$ cat config.mk
export PLATFORM = sky130hd
export DESIGN_NAME = gcd_lcm_prime_unit
export DESIGN_NICKNAME = d
export VERILOG_FILES = /design/src/glp_pkg.sv /design/src/glp_div.sv /design/src/gcd_lcm_prime_unit.sv
export SDC_FILE = /design/constraint.sdc
export NUM_CORES = 2
export LEC_CHECK = 0
export BUFFER_PORTS_ARGS = -buffer_cell sky130_fd_sc_hd__buf_4
export CAP_MARGIN = 20
export CORE_MARGIN = 1.5
export CORE_UTILIZATION = 50
export CTS_CLUSTER_SIZE = 8
export DETAILED_ROUTE_END_ITERATION = 10
export PLACE_DENSITY = 0.66
export SLEW_MARGIN = 20
export SYNTH_ARGS = -nofsm -noshare
export SYNTH_HDL_FRONTEND = slang
export SYNTH_SLANG_ARGS = --single-unit
$ cat constraint.sdc
create_clock -name clk -period 26.2 [get_ports clk]
set_input_delay 1.31 -clock clk [delete_from_list [all_inputs] [get_ports clk]]
set_output_delay 1.31 -clock clk [all_outputs]
set_load 0.05 [all_outputs]
$ cat src/glp_pkg.sv
package glp_pkg;

  localparam int DATA_W = 32;
  localparam int RES_W  = 64;

  localparam logic [1:0] OP_GCD   = 2'd0;
  localparam logic [1:0] OP_LCM   = 2'd1;
  localparam logic [1:0] OP_PRIME = 2'd2;

  typedef enum logic [5:0] {
    ST_IDLE  = 6'b000001,
    ST_GCD   = 6'b000010,
    ST_LDIV  = 6'b000100,
    ST_LMUL  = 6'b001000,
    ST_PCHK  = 6'b010000,
    ST_PDIV  = 6'b100000
  } state_t;

endpackage

$ cat src/glp_div.sv
module glp_div #(
  parameter int W = 32
) (
  input  logic         clk,
  input  logic         rst_n,
  input  logic         start,
  input  logic [W-1:0] dividend,
  input  logic [W-1:0] divisor,
  output logic         done,
  output logic [W-1:0] quotient,
  output logic [W-1:0] remainder
);

  localparam int CW = $clog2(W + 1);

  logic          run_r, run_nxt;
  logic          done_r, done_nxt;
  logic [CW-1:0] cnt_r, cnt_nxt;
  logic [W-1:0]  rem_r, rem_nxt;
  logic [W-1:0]  quo_r, quo_nxt;
  logic [W-1:0]  dvs_r, dvs_nxt;
  logic [W:0]    rem_sh;
  logic [W:0]    diff;

  // restoring division, one quotient bit per cycle
  always_comb begin
    rem_sh   = {rem_r, quo_r[W-1]};
    diff     = rem_sh - {1'b0, dvs_r};
    run_nxt  = run_r;
    done_nxt = 1'b0;
    cnt_nxt  = cnt_r;
    rem_nxt  = rem_r;
    quo_nxt  = quo_r;
    dvs_nxt  = dvs_r;
    if (start) begin
      run_nxt = 1'b1;
      cnt_nxt = CW'(W);
      rem_nxt = '0;
      quo_nxt = dividend;
      dvs_nxt = divisor;
    end else if (run_r) begin
      // partial remainder stays below twice the divisor, so diff[W] is the borrow
      if (!diff[W]) begin
        rem_nxt = diff[W-1:0];
      end else begin
        rem_nxt = rem_sh[W-1:0];
      end
      quo_nxt = {quo_r[W-2:0], ~diff[W]};
      cnt_nxt = cnt_r - CW'(1);
      if (cnt_r == CW'(1)) begin
        run_nxt  = 1'b0;
        done_nxt = 1'b1;
      end
    end
  end

  always_ff @(posedge clk) begin
    if (!rst_n) begin
      run_r  <= 1'b0;
      done_r <= 1'b0;
      cnt_r  <= '0;
    end else begin
      run_r  <= run_nxt;
      done_r <= done_nxt;
      cnt_r  <= cnt_nxt;
    end
  end

  always_ff @(posedge clk) begin
    rem_r <= rem_nxt;
    quo_r <= quo_nxt;
    dvs_r <= dvs_nxt;
  end

  assign done      = done_r;
  assign quotient  = quo_r;
  assign remainder = rem_r;

endmodule

$ cat src/gcd_lcm_prime_unit.sv
// gcd runs k Euclid remainder steps on the divider; lcm then divides max/gcd on the
// divider and multiplies the quotient by the min; primality trial-divides by d = 2, 3, ...
// while d*d <= n. Trivial cases (operand a zero, n below 4, unused opcode) answer in the
// cycle after start. One item at a time; busy stays high until the result strobe; all
// divisions use one shared radix-2 divider (W = OPERAND_WIDTH).
// Synchronous active-low reset returns the sequencer to idle; the receiver cannot stall.
module gcd_lcm_prime_unit
  import glp_pkg::*;
#(
  parameter int OPERAND_WIDTH = 32
) (
  input  logic              clk,
  input  logic              rst_n,
  input  logic              start,
  output logic              busy,
  input  logic [1:0]        in_opcode,
  input  logic [DATA_W-1:0] in_operand_a,
  input  logic [DATA_W-1:0] in_operand_b,
  output logic              out_valid,
  output logic [RES_W-1:0]  out_result_value,
  output logic              out_undefined_flag
);

  localparam int W   = OPERAND_WIDTH;
  localparam int SQW = 2 * W;

  state_t         state_r, state_nxt;
  logic [1:0]     op_r, op_nxt;
  logic [W-1:0]   a_r, a_nxt;
  logic [W-1:0]   b_r, b_nxt;
  logic [W-1:0]   x_r, x_nxt;
  logic [W-1:0]   q_r, q_nxt;
  logic [W-1:0]   d_r, d_nxt;
  logic [SQW-1:0] sq_r, sq_nxt;
  logic           ov_r, ov_nxt;
  logic [RES_W-1:0] res_r, res_nxt;
  logic           flag_r, flag_nxt;

  logic [W-1:0]   a_in, b_in;
  logic [W-1:0]   hi, lo;
  logic [SQW-1:0] prod;
  logic           div_start;
  logic [W-1:0]   div_dividend, div_divisor;
  logic           div_done;
  logic [W-1:0]   div_quo, div_rem;

  glp_div #(.W(W)) u_div (
    .clk       (clk),
    .rst_n     (rst_n),
    .start     (div_start),
    .dividend  (div_dividend),
    .divisor   (div_divisor),
    .done      (div_done),
    .quotient  (div_quo),
    .remainder (div_rem)
  );

  assign a_in = in_operand_a[W-1:0];
  assign b_in = in_operand_b[W-1:0];
  assign hi   = (a_r > b_r) ? a_r : b_r;
  assign lo   = (a_r > b_r) ? b_r : a_r;
  assign prod = SQW'(q_r) * SQW'(lo);

  always_comb begin
    state_nxt    = state_r;
    op_nxt       = op_r;
    a_nxt        = a_r;
    b_nxt        = b_r;
    x_nxt        = x_r;
    q_nxt        = q_r;
    d_nxt        = d_r;
    sq_nxt       = sq_r;
    ov_nxt       = 1'b0;
    res_nxt      = res_r;
    flag_nxt     = flag_r;
    div_start    = 1'b0;
    div_dividend = '0;
    div_divisor  = '0;
    case (state_r)
      ST_IDLE: begin
        if (start) begin
          op_nxt   = in_opcode;
          a_nxt    = a_in;
          b_nxt    = b_in;
          x_nxt    = a_in;
          flag_nxt = 1'b0;
          if (in_opcode == OP_GCD || in_opcode == OP_LCM) begin
            if (in_opcode == OP_LCM && a_in == '0 && b_in == '0) begin
              ov_nxt   = 1'b1;
              res_nxt  = '0;
              flag_nxt = 1'b1;
            end else if (a_in == '0) begin
              // gcd(0,b) = b; lcm with a zero operand is zero
              ov_nxt  = 1'b1;
              res_nxt = (in_opcode == OP_GCD) ? RES_W'(b_in) : '0;
            end else begin
              div_start    = 1'b1;
              div_dividend = b_in;
              div_divisor  = a_in;
              state_nxt    = ST_GCD;
            end
          end else if (in_opcode == OP_PRIME) begin
            if (a_in[W-1:1] == '0) begin
              ov_nxt  = 1'b1;
              res_nxt = '0;
            end else if (a_in == W'(2) || a_in == W'(3)) begin
              ov_nxt  = 1'b1;
              res_nxt = RES_W'(1);
            end else begin
              d_nxt     = W'(2);
              sq_nxt    = SQW'(4);
              state_nxt = ST_PCHK;
            end
          end else begin
            ov_nxt  = 1'b1;
            res_nxt = '0;
          end
        end
      end
      ST_GCD: begin
        if (div_done) begin
          if (div_rem == '0) begin
            // x_r holds the gcd
            if (op_r == OP_GCD) begin
              ov_nxt    = 1'b1;
              res_nxt   = RES_W'(x_r);
              state_nxt = ST_IDLE;
            end else begin
              div_start    = 1'b1;
              div_dividend = hi;
              div_divisor  = x_r;
              state_nxt    = ST_LDIV;
            end
          end else begin
            x_nxt        = div_rem;
            div_start    = 1'b1;
            div_dividend = x_r;
            div_divisor  = div_rem;
          end
        end
      end
      ST_LDIV: begin
        if (div_done) begin
          q_nxt     = div_quo;
          state_nxt = ST_LMUL;
        end
      end
      ST_LMUL: begin
        ov_nxt    = 1'b1;
        res_nxt   = RES_W'(prod);
        state_nxt = ST_IDLE;
      end
      ST_PCHK: begin
        if (sq_r > SQW'(a_r)) begin
          ov_nxt    = 1'b1;
          res_nxt   = RES_W'(1);
          state_nxt = ST_IDLE;
        end else begin
          div_start    = 1'b1;
          div_dividend = a_r;
          div_divisor  = d_r;
          state_nxt    = ST_PDIV;
        end
      end
      ST_PDIV: begin
        if (div_done) begin
          if (div_rem == '0) begin
            ov_nxt    = 1'b1;
            res_nxt   = '0;
            state_nxt = ST_IDLE;
          end else begin
            // (d+1)^2 = d^2 + 2d + 1
            sq_nxt    = sq_r + SQW'({d_r, 1'b1});
            d_nxt     = d_r + W'(1);
            state_nxt = ST_PCHK;
          end
        end
      end
      default: begin
        state_nxt = ST_IDLE;
      end
    endcase
  end

  always_ff @(posedge clk) begin
    if (!rst_n) begin
      state_r <= ST_IDLE;
      ov_r    <= 1'b0;
    end else begin
      state_r <= state_nxt;
      ov_r    <= ov_nxt;
    end
  end

  always_ff @(posedge clk) begin
    op_r   <= op_nxt;
    a_r    <= a_nxt;
    b_r    <= b_nxt;
    x_r    <= x_nxt;
    q_r    <= q_nxt;
    d_r    <= d_nxt;
    sq_r   <= sq_nxt;
    res_r  <= res_nxt;
    flag_r <= flag_nxt;
  end

  assign busy               = (state_r != ST_IDLE);
  assign out_valid          = ov_r;
  assign out_result_value   = res_r;
  assign out_undefined_flag = flag_r;

  a_strobe_idle: assert property (@(posedge clk) disable iff (!rst_n)
    out_valid |-> !busy)
    else $error("result strobe while sequencer busy");

  a_start_progress: assert property (@(posedge clk) disable iff (!rst_n)
    start && !busy |=> busy || out_valid)
    else $error("accepted item neither started nor answered");

  a_flag_zero: assert property (@(posedge clk) disable iff (!rst_n)
    out_valid && out_undefined_flag |-> out_result_value == '0)
    else $error("undefined lcm with nonzero value");

  a_div_owned: assert property (@(posedge clk) disable iff (!rst_n)
    div_done |-> busy)
    else $error("divider finished while idle");

endmodule

==> reports/qor.yml <==
run_status:
  status: "completed"
drt:
  detail_route.first_pass.iterations: 8
  drc: 0
  dr.first_iter.drc_count: 3912
  route.detailed.wl_per_inst_um: 22.4
  via_count: 42800
  antenna_left: 0
  vias_per_instance: 5.75
  totalWireLength_um: 166000
yosys:
  ys_ff_latch: 402
  synth_top_area_cell: "fa_1"
  synth_warnings: 0
  synth_top_cells_by_count: "inv_1 (993), fa_1 (898), nand2_1 (673), and2_1 (459), ha_1 (394)"
  post_synth_main_area_contributors: "fa_1 (32%), edfxtp_1 (19%), ha_1 (8.7%), inv_1 (6.6%), and2_1 (5.1%)"
  post-synth-top-count-cell: "inv_1"
  post_synth_and_or_nand_nor_area_fraction_pct: 16.5
  synth_top_family_by_area: "adder cells"
  post_synth_mux_area_share_pct: 1.18
  synthDominantCellAreaShare_pct: 31.9
  syn_avg_cell_area_um2: 9.49
  synthAdderAreaFrac_pct: 40.6
  synth_enable_flop_cells: 355
  ys_dominant_reg_cell: "edfxtp_1"
  synth_cells: 5941
  yosys.area_share.xor_xnor_pct: 2.40
  async_flop_share_pct: 0
  synth_area_um2: 56400
  synth.lib_cells_used.distinct: 90
  syn_nets: 7302
  seq_area_frac_synth_pct: 20.6
  synth_compound_gate_area_share_pct: 9.88
finish:
  layout.nets: 7266
  area_growth_pct: 7.63
  layout_cell_share_with_drive_strength_beyond_1_pct: 6.06
  instances_no_fill: 7447
clock_tree:
  clock_insertion_delay_worst_skew_ps: 700
  cts.sinks: 402
  hold_buffers: 0
  htree_levels: 2
  tritoncts.num_buffers: 58
  cts_buffer_depth: 3
  post_cts.repair.setup_buffers: 0
  cts_root_buffer: "clkbuf_16"
  clkTransAtPathRegs_ps: 50
  ctsResizeCount: 0
  tritoncts: "done"
timing:
  max_freq_mhz: 77.0
  clock-skew-final_ps: 99.8
  final.period_utilization_pct: 49.6
  setup-violations-final: 0
  transition_time_of_the_tightest_slew_check_pin_ps: 1120
  grt_setup_unrepaired: "no"
  min_period_ps: 12990
  totalNegativeSetupSlack_ps: 0
  timing.slew.headroom_pct: 23.6
  final_hold_viol_count: 0
  drv_slew: 0
  hold-worst-slack_ps: 376
min_path:
  worst_hold_path_type: "reg -> reg"
setup_path:
  worstSetupEndpointType: "register"
  timing_worst_setup_path_type: "reg -> reg"
  critPathBufInv: 6
  critical_path_peak_fanout: 44
  slowest_stage: "a31oi_4"
  setup.worst_path.start_class: "register"
  worst_path_dominant_cell_family: "adder cells"
  cp.arrival_ps: 13450
  data_required_time_of_the_critical_path_ps: 26660
  worst_path_most_repeated_cell: "fa_1"
  max_stage_delay_ps: 760
floorplanning:
  die_h_um: 339
  core.rowCount: 123
  start_util_pct: 50.3
  die_width_um: 339
  floorplan.die_area_um2: 115000
  core_um2: 112000
  i_o_pin_cnt: 136
grt:
  largest_net_degree_at_the_start_of_global_routing: 99
  grt_antenna_before_repair: 10
  grt_first_pass_wirelength_um: 263000
  first_global_vias: 44900
  grtUsageTotal_pct: 29.6
  gr-total-overflow: 0
placed_design:
  routability_congestion_estimate: 0.972
  dpl.hpwl_um: 126000
  buffer_ports.inserted: 135
  placedCellCount: 7345
flow_run:
  max_cap_viol_count: 0
[state kept, by name (all words and copies together), names as in the netlist, 2 cells and up]
| signal | cells |
|---|---|
| b_r | 32 |
| state_r | 6 |
| a_r | 32 |
| u_div.remainder | 32 |
| sq_r | 64 |
| q_r | 32 |
| op_r | 2 |
| d_r | 32 |
| u_div.cnt_r | 6 |
| u_div.quotient | 32 |
| out_result_value | 64 |
| x_r | 32 |
| u_div.dvs_r | 32 |
[path summary, 6_finish.rpt]
check | start | to | slack (ps) | cells after the start
max reg2reg | a_r[31] | out_result_value[61] | 13210 | 35
min | u_div.quotient[24] | q_r[24] | 380 | 0
max | a_r[31] | out_result_value[61] | 13210 | 35
min reg2reg | u_div.quotient[24] | q_r[24] | 380 | 0
[layer usage]
layer / vias up / part of all wire (%) / GRT usage (%) / wire, µm
li1: 19000 / - / - / -
met1: 21700 / 42 / 41.0 / 69700
met2: 1800 / 45 / 46.1 / 74800
met3: 306 / 9.2 / 6.15 / 15300
met4: 10 / 4.0 / 10.7 / 6620
met5: - / 0.041 / 0 / 68
[cell usage in the layout (no fill, tap or decap), types with 29 or more instances in the layout]
cell	netlist	final
buf_4	1	224
a21oi_1	258	257
nor4_1	39	38
nor2_1	229	229
dfxtp_1	47	46
o21ai_0	160	160
nand4_1	53	53
nand3_1	65	64
and2_1	459	459
xnor2_1	80	80
and3_1	35	35
nor3_1	35	33
nor2b_1	170	170
a221o_1	70	70
clkbuf_16	0	58
ha_1	394	394
nand2b_1	29	29
a21o_1	91	91
inv_1	993	992
xor2_1	73	72
nand2_1	673	673
mux2i_1	64	59
o22a_1	31	31
clkbuf_1	289	31
fa_1	898	898
edfxtp_1	355	355
[metrics by stage]
stage               util, %  cell area (µm²)  worst slack [ps]
global placement       52.6            59000             13360
CTS                    54.1            60700             13350
finish                 54.1            60700             13210
global route           54.1            60700             12790
detailed placement     52.6            59000             13430
floorplan                 -            56400             16530
[cell families after synthesis]
group | Yosys count
simple gates | 1858
buf+inv | 1318
fa+ha+maj | 1292
compound gates | 851
flops | 402
xor+xnor | 154
mux | 66
[layout make-up]
| cell class | instances | area [µm²] |
|---|---|---|
| fill | 10000 | 51500 |
| timing repair buffer | 227 | 1720 |
| antenna | 6 | 15.0 |
| clock buffer | 89 | 1570 |
| clock inverter | 7 | 115 |
| sequential | 402 | 11600 |
| inverter | 995 | 3730 |
| multi-input combinational | 4221 | 40100 |
| tap | 1500 | 1880 |
[worst register-to-register path, delay by kind of cell (launching register included)]
family / cells / cell delay, ps
fa+ha+maj: 10 / 4670
compound gates: 11 / 4010
buf+inv: 6 / 1940
simple gates: 7 / 1520
flops: 1 / 440
mux: 1 / 210
Power is not shown: default switching activity piles up to over one toggle a cycle in this logic, so the estimate is an artifact.
